`src/design/cps_pkg.sv`:
```
// Shared constants and codes for the chain preemption sequencer.
`timescale 1ns / 1ps

package cps_pkg;

	// Ring limits and field widths.
	localparam int MAX_STREAMS = 64;
	localparam int IDX_W       = 6;
	localparam int CNT_W       = 7;
	localparam int MASK_W      = 64;

	// Configuration port geometry.
	localparam int ADDR_W = 3;
	localparam int DATA_W = 32;

	// Register indexes, taken from paddr[2].
	localparam logic REG_STREAM_COUNT   = 1'b0;
	localparam logic REG_TIMERS_RUNNING = 1'b1;

	// Event kinds.
	localparam logic KIND_STREAM    = 1'b0;
	localparam logic KIND_DEDICATED = 1'b1;

endpackage

```
`src/design/cps_tick_if.sv`:
```
// Handshake interfaces for tick words in and result words out.
`timescale 1ns / 1ps

interface cps_tick_if;
	logic                        valid;
	logic                        ready;
	logic                        kind;
	logic [cps_pkg::IDX_W-1:0]   stream_index;
	logic [cps_pkg::MASK_W-1:0]  preemptive_mask;
	logic                        in_runtime;

	modport source (output valid, kind, stream_index, preemptive_mask, in_runtime,
		input ready);
	modport sink (input valid, kind, stream_index, preemptive_mask, in_runtime,
		output ready);
endinterface

interface cps_result_if;
	logic                      valid;
	logic                      ready;
	logic                      accepted;
	logic                      kill_valid;
	logic [cps_pkg::IDX_W-1:0] kill_index;
	logic                      preempt_self;

	modport source (output valid, accepted, kill_valid, kill_index, preempt_self,
		input ready);
	modport sink (input valid, accepted, kill_valid, kill_index, preempt_self,
		output ready);
endinterface

```
`src/design/chain_preemption_sequencer.sv`:
```
// Top level of the chain preemption sequencer: input stage, ring search, result register.
//
//  Channel     Direction  Word contents
//  tick_in     in         kind, stream_index, preemptive_mask, in_runtime
//  result_out  out        accepted, kill_valid, kill_index, preempt_self
//  APB         in/out     stream_count (0x0), timers_running (0x4)
//
// One tick word is taken per cycle unless the output stalls; the input stage holds it.
// The rotated find-first-set over the 64-bit mask sits between the input stage
// and the result register, and the chain state updates at the same edge.
// Reset clears the chain state and sets stream_count to 1 and timers_running to 0.
// A stalled result holds the result register; the input stage still fills behind it.
`timescale 1ns / 1ps

module chain_preemption_sequencer (
	input  logic                        clk,
	input  logic                        arst_n,
	cps_tick_if.sink                    tick_in,
	cps_result_if.source                result_out,
	input  logic                        psel,
	input  logic                        penable,
	input  logic                        pwrite,
	input  logic [cps_pkg::ADDR_W-1:0]  paddr,
	input  logic [cps_pkg::DATA_W-1:0]  pwdata,
	output logic [cps_pkg::DATA_W-1:0]  prdata,
	output logic                        pready
);

	localparam int IW = cps_pkg::IDX_W;
	localparam int CW = cps_pkg::CNT_W;
	localparam int MW = cps_pkg::MASK_W;

	// Bits p with lo <= p < hi.
	function automatic logic [MW-1:0] range_mask(input logic [CW-1:0] lo,
		input logic [CW-1:0] hi);
		logic [MW-1:0] m;
		for (int p = 0; p < MW; p++) begin
			m[p] = (CW'(p) >= lo) && (CW'(p) < hi);
		end
		return m;
	endfunction

	// Lowest set bit, with a found flag in the top bit.
	function automatic logic [IW:0] first_set(input logic [MW-1:0] m);
		logic [IW:0] r;
		r = '0;
		for (int p = MW - 1; p >= 0; p--) begin
			if (m[p]) begin
				r = {1'b1, IW'(p)};
			end
		end
		return r;
	endfunction

	// Configuration registers and chain state.
	logic [CW-1:0] stream_count_q;
	logic          timers_running_q;
	logic          chain_active_q;
	logic          next_valid_q;
	logic [IW-1:0] next_position_q;
	logic [IW-1:0] stop_position_q;

	// Input stage.
	logic          valid_s1;
	logic          kind_s1;
	logic [IW-1:0] index_s1;
	logic [MW-1:0] mask_s1;
	logic          in_runtime_s1;

	// Result register.
	logic          out_valid_q;
	logic          accepted_q;
	logic          kill_valid_q;
	logic [IW-1:0] kill_index_q;
	logic          preempt_self_q;

	logic cfg_write;
	logic advance;
	logic in_ready;

	assign pready    = 1'b1;
	assign cfg_write = psel && penable && pwrite;

	// Register read back.
	always_comb begin
		case (paddr[2])
			cps_pkg::REG_STREAM_COUNT:   prdata = cps_pkg::DATA_W'(stream_count_q);
			cps_pkg::REG_TIMERS_RUNNING: prdata = cps_pkg::DATA_W'(timers_running_q);
			default:                     prdata = '0;
		endcase
	end

	// Handshake: the input stage moves whenever the result register is free or drained.
	assign advance        = !out_valid_q || result_out.ready;
	assign in_ready       = !valid_s1 || advance;
	assign tick_in.ready  = in_ready;

	// Effective ring size, 1..MAX_STREAMS.
	logic [CW-1:0] ring_n;
	always_comb begin
		if (stream_count_q == '0) begin
			ring_n = CW'(1);
		end else if (stream_count_q > CW'(cps_pkg::MAX_STREAMS)) begin
			ring_n = CW'(cps_pkg::MAX_STREAMS);
		end else begin
			ring_n = stream_count_q;
		end
	end

	// Ring search for both event kinds.
	logic [CW-1:0] idx7;
	logic [CW-1:0] stop7;
	logic          stop_ahead;
	logic [CW-1:0] hi_end;
	logic [CW-1:0] lo_end;
	logic [IW:0]   first_hit;
	logic [IW:0]   hi_hit;
	logic [IW:0]   lo_hit;
	logic [IW:0]   ring_hit;
	logic          idx_in_ring;
	logic          in_order;

	always_comb begin
		idx7        = CW'(index_s1);
		stop7       = chain_active_q ? CW'(stop_position_q) : idx7;
		stop_ahead  = (stop7 > idx7) && (stop7 < ring_n);
		hi_end      = stop_ahead ? stop7 : ring_n;
		lo_end      = stop_ahead ? '0 : ((stop7 < idx7) ? stop7 : idx7);
		first_hit   = first_set(mask_s1 & range_mask('0, ring_n));
		hi_hit      = first_set(mask_s1 & range_mask(idx7 + CW'(1), hi_end));
		lo_hit      = first_set(mask_s1 & range_mask('0, lo_end));
		ring_hit    = hi_hit[IW] ? hi_hit : lo_hit;
		idx_in_ring = idx7 < ring_n;
		in_order    = !next_valid_q || (next_position_q == index_s1);
	end

	// Input stage registers.
	always_ff @(posedge clk or negedge arst_n) begin
		if (!arst_n) begin
			valid_s1 <= 1'b0;
		end else if (in_ready) begin
			valid_s1 <= tick_in.valid;
		end
	end

	always_ff @(posedge clk) begin
		if (in_ready && tick_in.valid) begin
			kind_s1       <= tick_in.kind;
			index_s1      <= tick_in.stream_index;
			mask_s1       <= tick_in.preemptive_mask;
			in_runtime_s1 <= tick_in.in_runtime;
		end
	end

	// Chain state, configuration and result valid.
	always_ff @(posedge clk or negedge arst_n) begin
		if (!arst_n) begin
			stream_count_q   <= CW'(1);
			timers_running_q <= 1'b0;
			chain_active_q   <= 1'b0;
			next_valid_q     <= 1'b0;
			next_position_q  <= '0;
			stop_position_q  <= '0;
			out_valid_q      <= 1'b0;
		end else begin
			if (advance) begin
				out_valid_q <= valid_s1;
			end
			if (cfg_write) begin
				case (paddr[2])
					cps_pkg::REG_STREAM_COUNT: begin
						stream_count_q <= pwdata[CW-1:0];
					end
					cps_pkg::REG_TIMERS_RUNNING: begin
						timers_running_q <= pwdata[0];
						chain_active_q   <= 1'b0;
						next_valid_q     <= 1'b0;
					end
					default: begin
					end
				endcase
			end else if (advance && valid_s1) begin
				if (kind_s1 == cps_pkg::KIND_DEDICATED) begin
					// A dedicated tick starts a chain at the lowest preemptible stream.
					if (!chain_active_q && first_hit[IW]) begin
						chain_active_q  <= 1'b1;
						next_valid_q    <= 1'b1;
						next_position_q <= first_hit[IW-1:0];
						stop_position_q <= '0;
					end
				end else if (timers_running_q && idx_in_ring) begin
					if (!in_order) begin
						// Out-of-order tick drops the chain.
						chain_active_q <= 1'b0;
						next_valid_q   <= 1'b0;
					end else begin
						if (!chain_active_q) begin
							stop_position_q <= index_s1;
						end
						if (ring_hit[IW]) begin
							chain_active_q  <= 1'b1;
							next_valid_q    <= 1'b1;
							next_position_q <= ring_hit[IW-1:0];
						end else begin
							chain_active_q <= 1'b0;
							next_valid_q   <= 1'b0;
						end
					end
				end
			end
		end
	end

	// Result word.
	always_ff @(posedge clk) begin
		if (advance && valid_s1) begin
			accepted_q     <= 1'b0;
			kill_valid_q   <= 1'b0;
			kill_index_q   <= '0;
			preempt_self_q <= 1'b0;
			if (kind_s1 == cps_pkg::KIND_DEDICATED) begin
				if (!chain_active_q && first_hit[IW]) begin
					kill_valid_q <= 1'b1;
					kill_index_q <= first_hit[IW-1:0];
				end
			end else if (timers_running_q && idx_in_ring && in_order) begin
				accepted_q     <= 1'b1;
				preempt_self_q <= !in_runtime_s1;
				if (ring_hit[IW]) begin
					kill_valid_q <= 1'b1;
					kill_index_q <= ring_hit[IW-1:0];
				end
			end
		end
	end

	assign result_out.valid        = out_valid_q;
	assign result_out.accepted     = accepted_q;
	assign result_out.kill_valid   = kill_valid_q;
	assign result_out.kill_index   = kill_index_q;
	assign result_out.preempt_self = preempt_self_q;

endmodule

```
`src/flat_wrapper.sv`:
```
// flat-port wrapper written by rule: the top's interface ports become plain ports
module chain_preemption_sequencer_flat 
  (clk, arst_n, psel, penable, pwrite, paddr, pwdata, prdata, pready, tick_in_valid, tick_in_kind, tick_in_stream_index, tick_in_preemptive_mask, tick_in_in_runtime, tick_in_ready, result_out_valid, result_out_accepted, result_out_kill_valid, result_out_kill_index, result_out_preempt_self, result_out_ready);
  cps_tick_if tick_in_i ();
  cps_result_if result_out_i ();
  input  logic clk;
  input  logic arst_n;
  input  logic psel;
  input  logic penable;
  input  logic pwrite;
  input  logic [cps_pkg::ADDR_W-1:0] paddr;
  input  logic [cps_pkg::DATA_W-1:0] pwdata;
  output logic [cps_pkg::DATA_W-1:0] prdata;
  output logic pready;
  input wire logic [$bits(tick_in_i.valid)-1:0] tick_in_valid;
  input wire logic [$bits(tick_in_i.kind)-1:0] tick_in_kind;
  input wire logic [$bits(tick_in_i.stream_index)-1:0] tick_in_stream_index;
  input wire logic [$bits(tick_in_i.preemptive_mask)-1:0] tick_in_preemptive_mask;
  input wire logic [$bits(tick_in_i.in_runtime)-1:0] tick_in_in_runtime;
  output wire logic [$bits(tick_in_i.ready)-1:0] tick_in_ready;
  output wire logic [$bits(result_out_i.valid)-1:0] result_out_valid;
  output wire logic [$bits(result_out_i.accepted)-1:0] result_out_accepted;
  output wire logic [$bits(result_out_i.kill_valid)-1:0] result_out_kill_valid;
  output wire logic [$bits(result_out_i.kill_index)-1:0] result_out_kill_index;
  output wire logic [$bits(result_out_i.preempt_self)-1:0] result_out_preempt_self;
  input wire logic [$bits(result_out_i.ready)-1:0] result_out_ready;
  assign tick_in_i.valid = tick_in_valid;
  assign tick_in_i.kind = tick_in_kind;
  assign tick_in_i.stream_index = tick_in_stream_index;
  assign tick_in_i.preemptive_mask = tick_in_preemptive_mask;
  assign tick_in_i.in_runtime = tick_in_in_runtime;
  assign tick_in_ready = tick_in_i.ready;
  assign result_out_valid = result_out_i.valid;
  assign result_out_accepted = result_out_i.accepted;
  assign result_out_kill_valid = result_out_i.kill_valid;
  assign result_out_kill_index = result_out_i.kill_index;
  assign result_out_preempt_self = result_out_i.preempt_self;
  assign result_out_i.ready = result_out_ready;
  chain_preemption_sequencer u_core (.clk(clk), .arst_n(arst_n), .tick_in(tick_in_i), .result_out(result_out_i), .psel(psel), .penable(penable), .pwrite(pwrite), .paddr(paddr), .pwdata(pwdata), .prdata(prdata), .pready(pready));
endmodule
```
`config.mk`:
```
export PLATFORM = sky130hd
export DESIGN_NAME = chain_preemption_sequencer_flat
export DESIGN_NICKNAME = d
export VERILOG_FILES = /design/src/design/cps_pkg.sv /design/src/design/cps_tick_if.sv /design/src/design/chain_preemption_sequencer.sv /design/src/flat_wrapper.sv
export SDC_FILE = /design/constraint.sdc
export NUM_CORES = 1
export LEC_CHECK = 0
export BUFFER_PORTS_ARGS = -buffer_cell sky130_fd_sc_hd__buf_2
export CELL_PAD_IN_SITES_DETAIL_PLACEMENT = 1
export CELL_PAD_IN_SITES_GLOBAL_PLACEMENT = 2
export CORE_ASPECT_RATIO = 1.4
export CORE_UTILIZATION = 38
export DETAILED_ROUTE_END_ITERATION = 8
export GPL_ROUTABILITY_DRIVEN = 0
export PLACE_DENSITY_LB_ADDON = 0.1
export REMOVE_ABC_BUFFERS = 1
export SYNTH_ARGS = -nofsm -noshare
export SYNTH_HDL_FRONTEND = slang
export SYNTH_SLANG_ARGS = --single-unit
```
`constraint.sdc`:
```
create_clock -name clk -period 16.3 [get_ports clk]
set_clock_uncertainty 0.1 [all_clocks]
set_input_delay 0.815 -clock clk [delete_from_list [all_inputs] [get_ports clk]]
set_output_delay 0.815 -clock clk [all_outputs]
set_load 0.01 [all_outputs]
```
Word-level counts from Yosys, hierarchy flattened
Index checks and enable logic that the tools add are counted.
{"block": "op_classes", "add_sub_neg": 1, "magnitude_cmp": 261, "n_eq_ne": 5, "muxes": 226, "bitwise": 6, "reduce_logical": 91}
{"op": "$mux W7", "count": 198}
{"op": "$lt A6 B7 Y1 const A", "count": 96}
{"op": "$lt A5 B7 Y1 const A", "count": 48}
{"op": "$ge A6 B7 Y1 const A", "count": 32}
{"op": "$and A64 B64 Y64", "count": 3}
{"op": "$lt A4 B7 Y1 const A", "count": 24}
{"op": "$ge A5 B7 Y1 const A", "count": 16}
{"op": "$mux W6", "count": 15}
{"op": "$lt A3 B7 Y1 const A", "count": 12}
{"op": "$logic_and A1 B1 Y1", "count": 72}
{"op": "$pmux W32 S2", "count": 1}
{"op": "$ge A4 B7 Y1 const A", "count": 8}
{"op": "$lt A1 B7 Y1 const A", "count": 6}
{"op": "$lt A2 B7 Y1 const A", "count": 6}
{"op": "$ge A3 B7 Y1 const A", "count": 4}
{"op": "$ge A1 B7 Y1 const A", "count": 2}
{"op": "$ge A2 B7 Y1 const A", "count": 2}
{"op": "$mux W1", "count": 12}
{"op": "$reduce_and A6 Y1", "count": 2}
{"op": "$reduce_bool A2 Y1", "count": 4}
{"op": "$add A6 B1 Y7 const B", "count": 1}
{"op": "$gt A7 B6 Y1", "count": 1}
{"op": "$gt A7 B7 Y1 const B", "count": 1}
{"op": "$logic_not A7 Y1", "count": 1}
{"op": "13 further kinds", "count": 23}
{"block": "totals", "regBits": 104, "in_bits": 114, "elab_cells": 605}

Depth between registers and ports, before layout
{"block": "logic_depth", "word_depth": 80, "mapped_depth": 26, "mapped_depth_nobuf": 16}

Least setup slack after synthesis
Ideal clock, no wire load.
{"block": "synth_path", "path_type": "register -> register", "start": "register u_core.chain_active_q", "end": "register u_core.next_position_q[4]", "setup_ns": 0.125, "arrival_time_ns": 5.336, "required_ns": 16.075, "setup_slack_ns": 10.739, "stages_incl_launch_ff": 22, "n_path_buf": 6, "path_cell_list": "dfrtp_1 > buf_2 > buf_2 > buf_2 > clkbuf_1 > clkbuf_1 > nand2_1 > o21ai_0 > ha_1 > and3b_1 > o21a_1 > clkbuf_1 > nor3_1 > o22ai_1 > o311ai_0 > o311a_1 > and4b_1 > nor4b_1 > nor4b_2 > and4_4 > nor2_2 > mux2_4"}
{"block": "synth_via", "elab_chain_len": 76, "word_cells_on_any_way": 342}
{"element": "from (decl)", "line_no": "chain_preemption_sequencer.sv:58", "text": "logic chain_active_q;"}
{"element": "from (signal assigned)", "line_no": "chain_preemption_sequencer.sv:160", "text": "chain_active_q <= 1'b0;"}
{"element": "from (signal assigned)", "line_no": "chain_preemption_sequencer.sv:176", "text": "chain_active_q <= 1'b0;"}
{"element": "from (signal assigned)", "line_no": "chain_preemption_sequencer.sv:186", "text": "chain_active_q <= 1'b1;"}
{"element": "$mux W6", "line_no": "chain_preemption_sequencer.sv:125", "text": "stop7 = chain_active_q ? CW'(stop_position_q) : idx7;"}
{"element": "$gt A7 B6 Y1 or $lt A7 B7 Y1 (tied branches)", "line_no": "chain_preemption_sequencer.sv:126", "text": "stop_ahead = (stop7 > idx7) && (stop7 < ring_n);"}
{"element": "$logic_and A1 B1 Y1", "line_no": "chain_preemption_sequencer.sv:126"}
{"element": "$mux W7", "line_no": "chain_preemption_sequencer.sv:127", "text": "hi_end = stop_ahead ? stop7 : ring_n;"}
{"element": "$lt A6 B7 Y1", "line_no": "chain_preemption_sequencer.sv:38", "text": "m[p] = (CW'(p) >= lo) && (CW'(p) < hi);"}
{"element": "$logic_and A1 B1 Y1", "line_no": "chain_preemption_sequencer.sv:38"}
{"element": "$and A64 B64 Y64", "line_no": "chain_preemption_sequencer.sv:130", "text": "hi_hit = first_set(mask_s1 & range_mask(idx7 + CW'(1), hi_end));"}
{"element": "$mux W7 (64 in series)", "line_no": "chain_preemption_sequencer.sv:48", "text": "if (m[p]) begin"}
{"element": "$mux W7", "line_no": "chain_preemption_sequencer.sv:132", "text": "ring_hit = hi_hit[IW] ? hi_hit : lo_hit;"}
{"element": "$mux W6", "line_no": "chain_preemption_sequencer.sv:200", "text": "if (ring_hit[IW]) begin"}
{"element": "$mux W6", "line_no": "chain_preemption_sequencer.sv:192", "text": "if (!in_order) begin"}
{"element": "$mux W6", "line_no": "chain_preemption_sequencer.sv:191", "text": "end else if (timers_running_q && idx_in_ring) begin"}
{"element": "$mux W6", "line_no": "chain_preemption_sequencer.sv:183", "text": "if (kind_s1 == cps_pkg::KIND_DEDICATED) begin"}
{"element": "to (signal assigned)", "line_no": "chain_preemption_sequencer.sv:188", "text": "next_position_q <= first_hit[IW-1:0];"}
{"element": "to (signal assigned)", "line_no": "chain_preemption_sequencer.sv:203", "text": "next_position_q <= ring_hit[IW-1:0];"}
{"element": "to (decl)", "line_no": "chain_preemption_sequencer.sv:60", "text": "logic [IW-1:0] next_position_q;"}
Parallel ways exist; a longest one is shown, timed or not. The select of a mux whose other input is x is not followed.
A chain may end at the register's enable or synchronous reset.

Worst setup path after layout
{"block": "layout_path", "start": "register u_core.chain_active_q", "end": "register u_core.kill_index_q[1] (netlist: u_core.result_out.kill_index[1]) (data pin)"}
{"block": "layout_via", "elab_chain_len": 75, "word_cells_on_any_way": 339}
{"element": "$mux W6", "line_no": "chain_preemption_sequencer.sv:125"}
{"element": "$gt A7 B6 Y1 or $lt A7 B7 Y1 (tied branches)", "line_no": "chain_preemption_sequencer.sv:126"}
{"element": "$logic_and A1 B1 Y1", "line_no": "chain_preemption_sequencer.sv:126"}
{"element": "$mux W7", "line_no": "chain_preemption_sequencer.sv:127"}
{"element": "$lt A6 B7 Y1", "line_no": "chain_preemption_sequencer.sv:38"}
{"element": "$logic_and A1 B1 Y1", "line_no": "chain_preemption_sequencer.sv:38"}
{"element": "$and A64 B64 Y64", "line_no": "chain_preemption_sequencer.sv:130"}
{"element": "$mux W7 (64 in series)", "line_no": "chain_preemption_sequencer.sv:48"}
{"element": "$mux W7", "line_no": "chain_preemption_sequencer.sv:132"}
{"element": "$mux W6", "line_no": "chain_preemption_sequencer.sv:229", "text": "if (ring_hit[IW]) begin"}
{"element": "$mux W6", "line_no": "chain_preemption_sequencer.sv:226", "text": "end else if (timers_running_q && idx_in_ring && in_order) begin"}
{"element": "$mux W6 *", "line_no": "chain_preemption_sequencer.sv:221", "text": "if (kind_s1 == cps_pkg::KIND_DEDICATED) begin"}
{"element": "to (signal assigned)", "line_no": "chain_preemption_sequencer.sv:224", "text": "kill_index_q <= first_hit[IW-1:0];"}
{"element": "to (signal assigned)", "line_no": "chain_preemption_sequencer.sv:231", "text": "kill_index_q <= ring_hit[IW-1:0];"}
{"element": "to (decl)", "line_no": "chain_preemption_sequencer.sv:74", "text": "logic [IW-1:0] kill_index_q;"}
Every way passes the cells marked *; elsewhere a longest branch is shown, timed or not.

==> impl_metrics.sql <==
INSERT INTO impl_metrics (metric_group, metric, value, unit) VALUES
('synth', 'synthesis.yosys.warnings', '0', ''),
('clock_network', 'cts-root-buf', 'sky130_fd_sc_hd__clkbuf_16', ''),
('detailed_routing', 'drc', '0', ''),
('synth', 'synthArstFlopShare', '0.2212', ''),
('timing', 'timing.final.hold_violations', '0', ''),
('placement', 'io_buffer_count', '104', ''),
('timing', 'finalSetupViolations', '0', ''),
('timing', 'slew_hr', '0.1413', ''),
('synth', 'sequential_fraction_of_the_synthesis_area', '0.2270', ''),
('floorplan', 'boundaryPins', '158', ''),
('floorplan', 'initial_utilization', '0.3872', ''),
('timing', 'setup-tns-final', '0', 'ns'),
('power', 'worst_ir_drop_vdd', '0.08694', 'mV'),
('detailed_routing', 'route.detailed.wl_per_inst', '33.94', 'µm'),
('clock_network', 'numClockSinks', '104', ''),
('clock_network', 'ctsResizeCount', '0', ''),
('worst_setup_path', 'worst-endpoint-arrival', '8.08', 'ns'),
('synth', 'postSynth.topFlopCell', 'sky130_fd_sc_hd__edfxtp_1', ''),
('cells_and_area', 'fillers', '4327', ''),
('clock_network', 'post-cts-setup-buffer-count', '0', ''),
('detailed_routing', 'detailedRoute.firstIterationViolations', '2095', ''),
('cells_and_area', 'multi_input_gate_area', '9479', 'µm²'),
('power', 'power_density', '182.7', 'nW/µm²'),
('synth', 'post_synth_inst_count', '1771', ''),
('clock_network', 'clock_tree.buffer_depth', '2', ''),
('timing', 'finalCritPeriodShare', '0.4948', ''),
('run_status', 'status', 'complete, no violations', ''),
('global_route', 'initial_antenna_violation_count', '6', ''),
('timing', 'max_clock_freq', '124.0', 'MHz'),
('timing', 'hold_slack', '0.2880', 'ns'),
('synth', 'synth_edf_count', '81', ''),
('detailed_routing', 'viasPerCell', '7.340', ''),
('detailed_routing', 'vias', '16710', ''),
('global_route', 'first_global_vias', '16410', ''),
('clock_network', 'clkSlewWorstSetupHoldPaths', '0.10', 'ns'),
('global_route', 'grt_start_max_net_pins', '62', ''),
('floorplan', 'num_rows', '80', ''),
('timing', 'post-route-worst-setup-slack', '8.235', 'ns'),
('clock_network', 'cts-buffers-inserted', '9', ''),
('worst_setup_path', 'cp_launch_type', 'flip-flop', ''),
('synth', 'synthesized_area', '13260', 'µm²'),
('clock_network', 'tritoncts', 'done', ''),
('worst_setup_path', 'required', '16.32', 'ns'),
('cells_and_area', 'final_nets', '1955', ''),
('placement', 'dpl_worst_slack', '9.096', 'ns'),
('timing', 'unrepaired_setup_endpoints_after_global_routing', 'no', ''),
('timing', 'finalWorstPathRequiredPeriod', '8.065', 'ns'),
('detailed_routing', 'firstDrtPassIters', '5', ''),
('worst_setup_path', 'r2r_slack', '8.23', 'ns'),
('global_route', 'grt_first_pass_wirelength', '111.2', 'mm'),
('global_route', 'grt.total_usage', '0.4302', ''),
('cells_and_area', 'ff_latch_area', '3009', 'µm²'),
('clock_network', 'ctsHtreeMaxLevel', '3', ''),
('worst_hold_path', 'timing.hold.worst.class', 'in2async', ''),
('floorplan', 'die_width', '159.8', 'µm'),
('timing', 'final_max_slew_viol_count', '0', ''),
('floorplan', 'dieHeight', '223.0', 'µm'),
('synth', 'synth_area_per_cell', '7.485', 'µm²'),
('cells_and_area', 'final_core_util', '0.4207', ''),
('synth', 'yosysUniqueCellTypes', '116', ''),
('worst_setup_path', 'worstSetupPathType', 'reg2reg', ''),
('floorplan', 'design.core.area', '34230', 'µm²'),
('synth', 'ys_ff_latch', '104', ''),
('floorplan', 'die_area', '35640', 'µm²'),
('worst_setup_path', 'worst-path-max-fanout', '47', ''),
('detailed_routing', 'route.antenna.remaining_nets', '0', ''),
('clock_network', 'hold_buffers', '0', ''),
('cells_and_area', 'area_growth', '8.656', '%'),
('detailed_routing', 'routed_wirelength', '77.29', 'mm'),
('clock_network', 'clkLatencyLatePin', '0.41', 'ns'),
('worst_setup_path', 'end_kind', 'flip-flop', ''),
('cells_and_area', 'layout-drive-gt1-share', '0.1325', ''),
('timing', 'worstMarginPinSlew', '1.286', 'ns'),
('cells_and_area', 'num_antenna_cells', '0', ''),
('flow_run', 'maxCapViolCount', '0', ''),
('power', 'p_leak', '5.331', 'nW'),
('power', 'design_power_total', '2.631', 'mW'),
('global_route', 'globalRouteOverflowTotal', '0', ''),
('placement', 'place_hpwl', '57.68', 'mm');
==> power by group <==
part	internal (mW)	total (mW)	switching, mW
logic	0.553	2.02	1.46
registers	0.325	0.386	0.0611
clock network	0.107	0.230	0.123
total	0.985	2.63	1.65
==> kinds of logic after synthesis <==
| logic type | count (synthesis) | synth area share |
|---|---|---|
| simple gates | 687 | 0.2751 |
| other cells | 2 | 0.0005666 |
| xor+xnor | 10 | 0.006608 |
| mux | 15 | 0.01388 |
| fa+ha+maj | 20 | 0.01888 |
| buf+inv | 182 | 0.06579 |
| compound gates | 751 | 0.3922 |
| flops | 104 | 0.2270 |
==> critical path, cell delays in order, from the launching register on <==
cell and delay [ns]:
sky130_fd_sc_hd__dfrtp_1 0.33, sky130_fd_sc_hd__buf_4 0.46, sky130_fd_sc_hd__mux2i_4 0.65, sky130_fd_sc_hd__inv_2 0.38, sky130_fd_sc_hd__ha_1 0.39, sky130_fd_sc_hd__and3_1 0.23, sky130_fd_sc_hd__o21a_1 0.34, sky130_fd_sc_hd__o211ai_2 0.26
sky130_fd_sc_hd__buf_4 0.45, sky130_fd_sc_hd__nor2_4 0.24, sky130_fd_sc_hd__buf_4 0.35, sky130_fd_sc_hd__o21ai_0 0.73, sky130_fd_sc_hd__o21ai_0 0.63, sky130_fd_sc_hd__a211oi_1 0.84, sky130_fd_sc_hd__a221oi_1 0.21, sky130_fd_sc_hd__a21oi_1 0.52
sky130_fd_sc_hd__o31ai_1 0.14, sky130_fd_sc_hd__a2bb2oi_1 0.27, sky130_fd_sc_hd__o22ai_1 0.14
==> cell type report <==
class                           count  share of cell area
Multi-Input combinational cell   1509              0.6582
Clock buffer                        9             0.01564
Sequential cell                   104              0.2089
Tap cell                          451             0.03918
Timing Repair Buffer              155             0.06272
Clock inverter                      7            0.004431
Inverter                           42             0.01095
==> metal layers <==
| metal | global-route usage | share of wire | vias to the layer above |
|---|---|---|---|
| met5 | 0 | 0.00062 | - |
| met4 | 0.3687 | 0.10 | 8 |
| met3 | 0.1104 | 0.11 | 366 |
| met2 | 0.6697 | 0.43 | 1184 |
| met1 | 0.4920 | 0.36 | 8110 |
| li1 | - | - | 7046 |
==> flip-flops by register name, indices dropped and copies added, names as in the netlist <==
register	cells
u_core.result_out.valid	1
u_core.result_out.preempt_self	1
u_core.next_position_q	6
u_core.result_out.kill_valid	1
u_core.chain_active_q	1
u_core.mask_s1	64
u_core.result_out.accepted	1
u_core.timers_running_q	1
u_core.result_out.kill_index	6
u_core.in_runtime_s1	1
u_core.stop_position_q	6
u_core.index_s1	6
u_core.valid_s1	1
u_core.kind_s1	1
u_core.stream_count_q	7
==> cells in the mapped netlist (10+ instances only) <==
cell type / count / area (µm²)
sky130_fd_sc_hd__nand2b_1: 24 / 150.1
sky130_fd_sc_hd__nor3b_1: 10 / 75.07
sky130_fd_sc_hd__buf_2: 18 / 90.09
sky130_fd_sc_hd__nor3_1: 62 / 310.3
sky130_fd_sc_hd__or3_1: 13 / 81.33
sky130_fd_sc_hd__a21boi_0: 14 / 105.1
sky130_fd_sc_hd__a22o_1: 13 / 113.9
sky130_fd_sc_hd__a211oi_1: 33 / 247.7
sky130_fd_sc_hd__inv_1: 38 / 142.6
sky130_fd_sc_hd__nor2b_1: 25 / 156.4
sky130_fd_sc_hd__nand3b_1: 10 / 75.07
sky130_fd_sc_hd__dfrtp_1: 22 / 550.5
sky130_fd_sc_hd__a211o_1: 11 / 96.34
sky130_fd_sc_hd__a21oi_1: 137 / 685.7
sky130_fd_sc_hd__o2111ai_1: 15 / 131.4
sky130_fd_sc_hd__o21ai_0: 162 / 810.8
sky130_fd_sc_hd__and2_1: 27 / 168.9
sky130_fd_sc_hd__o211a_1: 13 / 130.1
sky130_fd_sc_hd__nor4_1: 26 / 162.7
sky130_fd_sc_hd__nand3_1: 83 / 415.4
sky130_fd_sc_hd__ha_1: 20 / 250.2
sky130_fd_sc_hd__a21o_1: 30 / 225.2
sky130_fd_sc_hd__nand2_1: 160 / 600.6
sky130_fd_sc_hd__nor2_1: 121 / 454.2
sky130_fd_sc_hd__a22oi_1: 15 / 112.6
sky130_fd_sc_hd__o21a_1: 16 / 120.1
sky130_fd_sc_hd__o22ai_1: 19 / 118.9
sky130_fd_sc_hd__clkbuf_1: 80 / 300.3
sky130_fd_sc_hd__o311ai_0: 10 / 87.58
sky130_fd_sc_hd__edfxtp_1: 81 / 2432
sky130_fd_sc_hd__o41ai_1: 11 / 96.34
sky130_fd_sc_hd__nand4_1: 20 / 125.1
sky130_fd_sc_hd__buf_4: 29 / 217.7
sky130_fd_sc_hd__a31oi_1: 34 / 212.7
sky130_fd_sc_hd__or2_2: 11 / 68.82
sky130_fd_sc_hd__and3_1: 23 / 143.9
sky130_fd_sc_hd__or4_1: 12 / 90.09
sky130_fd_sc_hd__o221ai_1: 17 / 148.9
sky130_fd_sc_hd__o211ai_1: 42 / 315.3
sky130_fd_sc_hd__o31ai_1: 20 / 150.1
==> metrics by stage <==
step | std cells | cell area [µm²]
after floorplan | 1655 | 12630
final | 2277 | 14400
after detailed placement | 2261 | 14110
after global placement | 2261 | 14110
after CTS | 2277 | 14400
after global routing | 2277 | 14400
==> placed cells by master (no fill, tap or decap), drive strengths merged, types with 12 or more instances in the layout <==
master   Yosys  layout
nand2      162     162
and2        28      28
o2111ai     16      16
or4         13      13
a21o        30      30
nand4       20      20
and3        24      24
o311ai      12      12
inv         39      43
o221ai      17      17
ha          20      20
a211oi      33      33
o21ai      173     173
conb         2      26
buf         59     155
a21oi      138     138
a21boi      15      15
or2         14      14
nor2       123     123
edfxtp      81      81
or3         15      15
nor4        26      26
nor3        66      66
a22o        13      13
nor2b       25      25
nand2b      24      24
dfrtp       22      22
o21a        16      16
o211a       13      13
o211ai      43      43
o22ai       19      19
a31oi       34      34
o31ai       21      21
a22oi       15      15
nand3       84      84
==> worst paths after layout <==
| path | depth (start not counted) | to | from |
|---|---|---|---|
| worst max register to register | 18 | u_core.result_out.kill_index[1] | u_core.chain_active_q |
| max in group asynchronous | 1 | u_core.next_position_q[0] | arst_n |
| worst max-delay path | 18 | u_core.result_out.kill_index[1] | u_core.chain_active_q |
| worst min register to register | 1 | u_core.result_out.preempt_self | u_core.in_runtime_s1 |
| min in group clk | 1 | u_core.result_out.preempt_self | u_core.in_runtime_s1 |
| worst min-delay path | 1 | u_core.stop_position_q[2] | arst_n |
No activity file was read; power rests on OpenSTA's default activity.
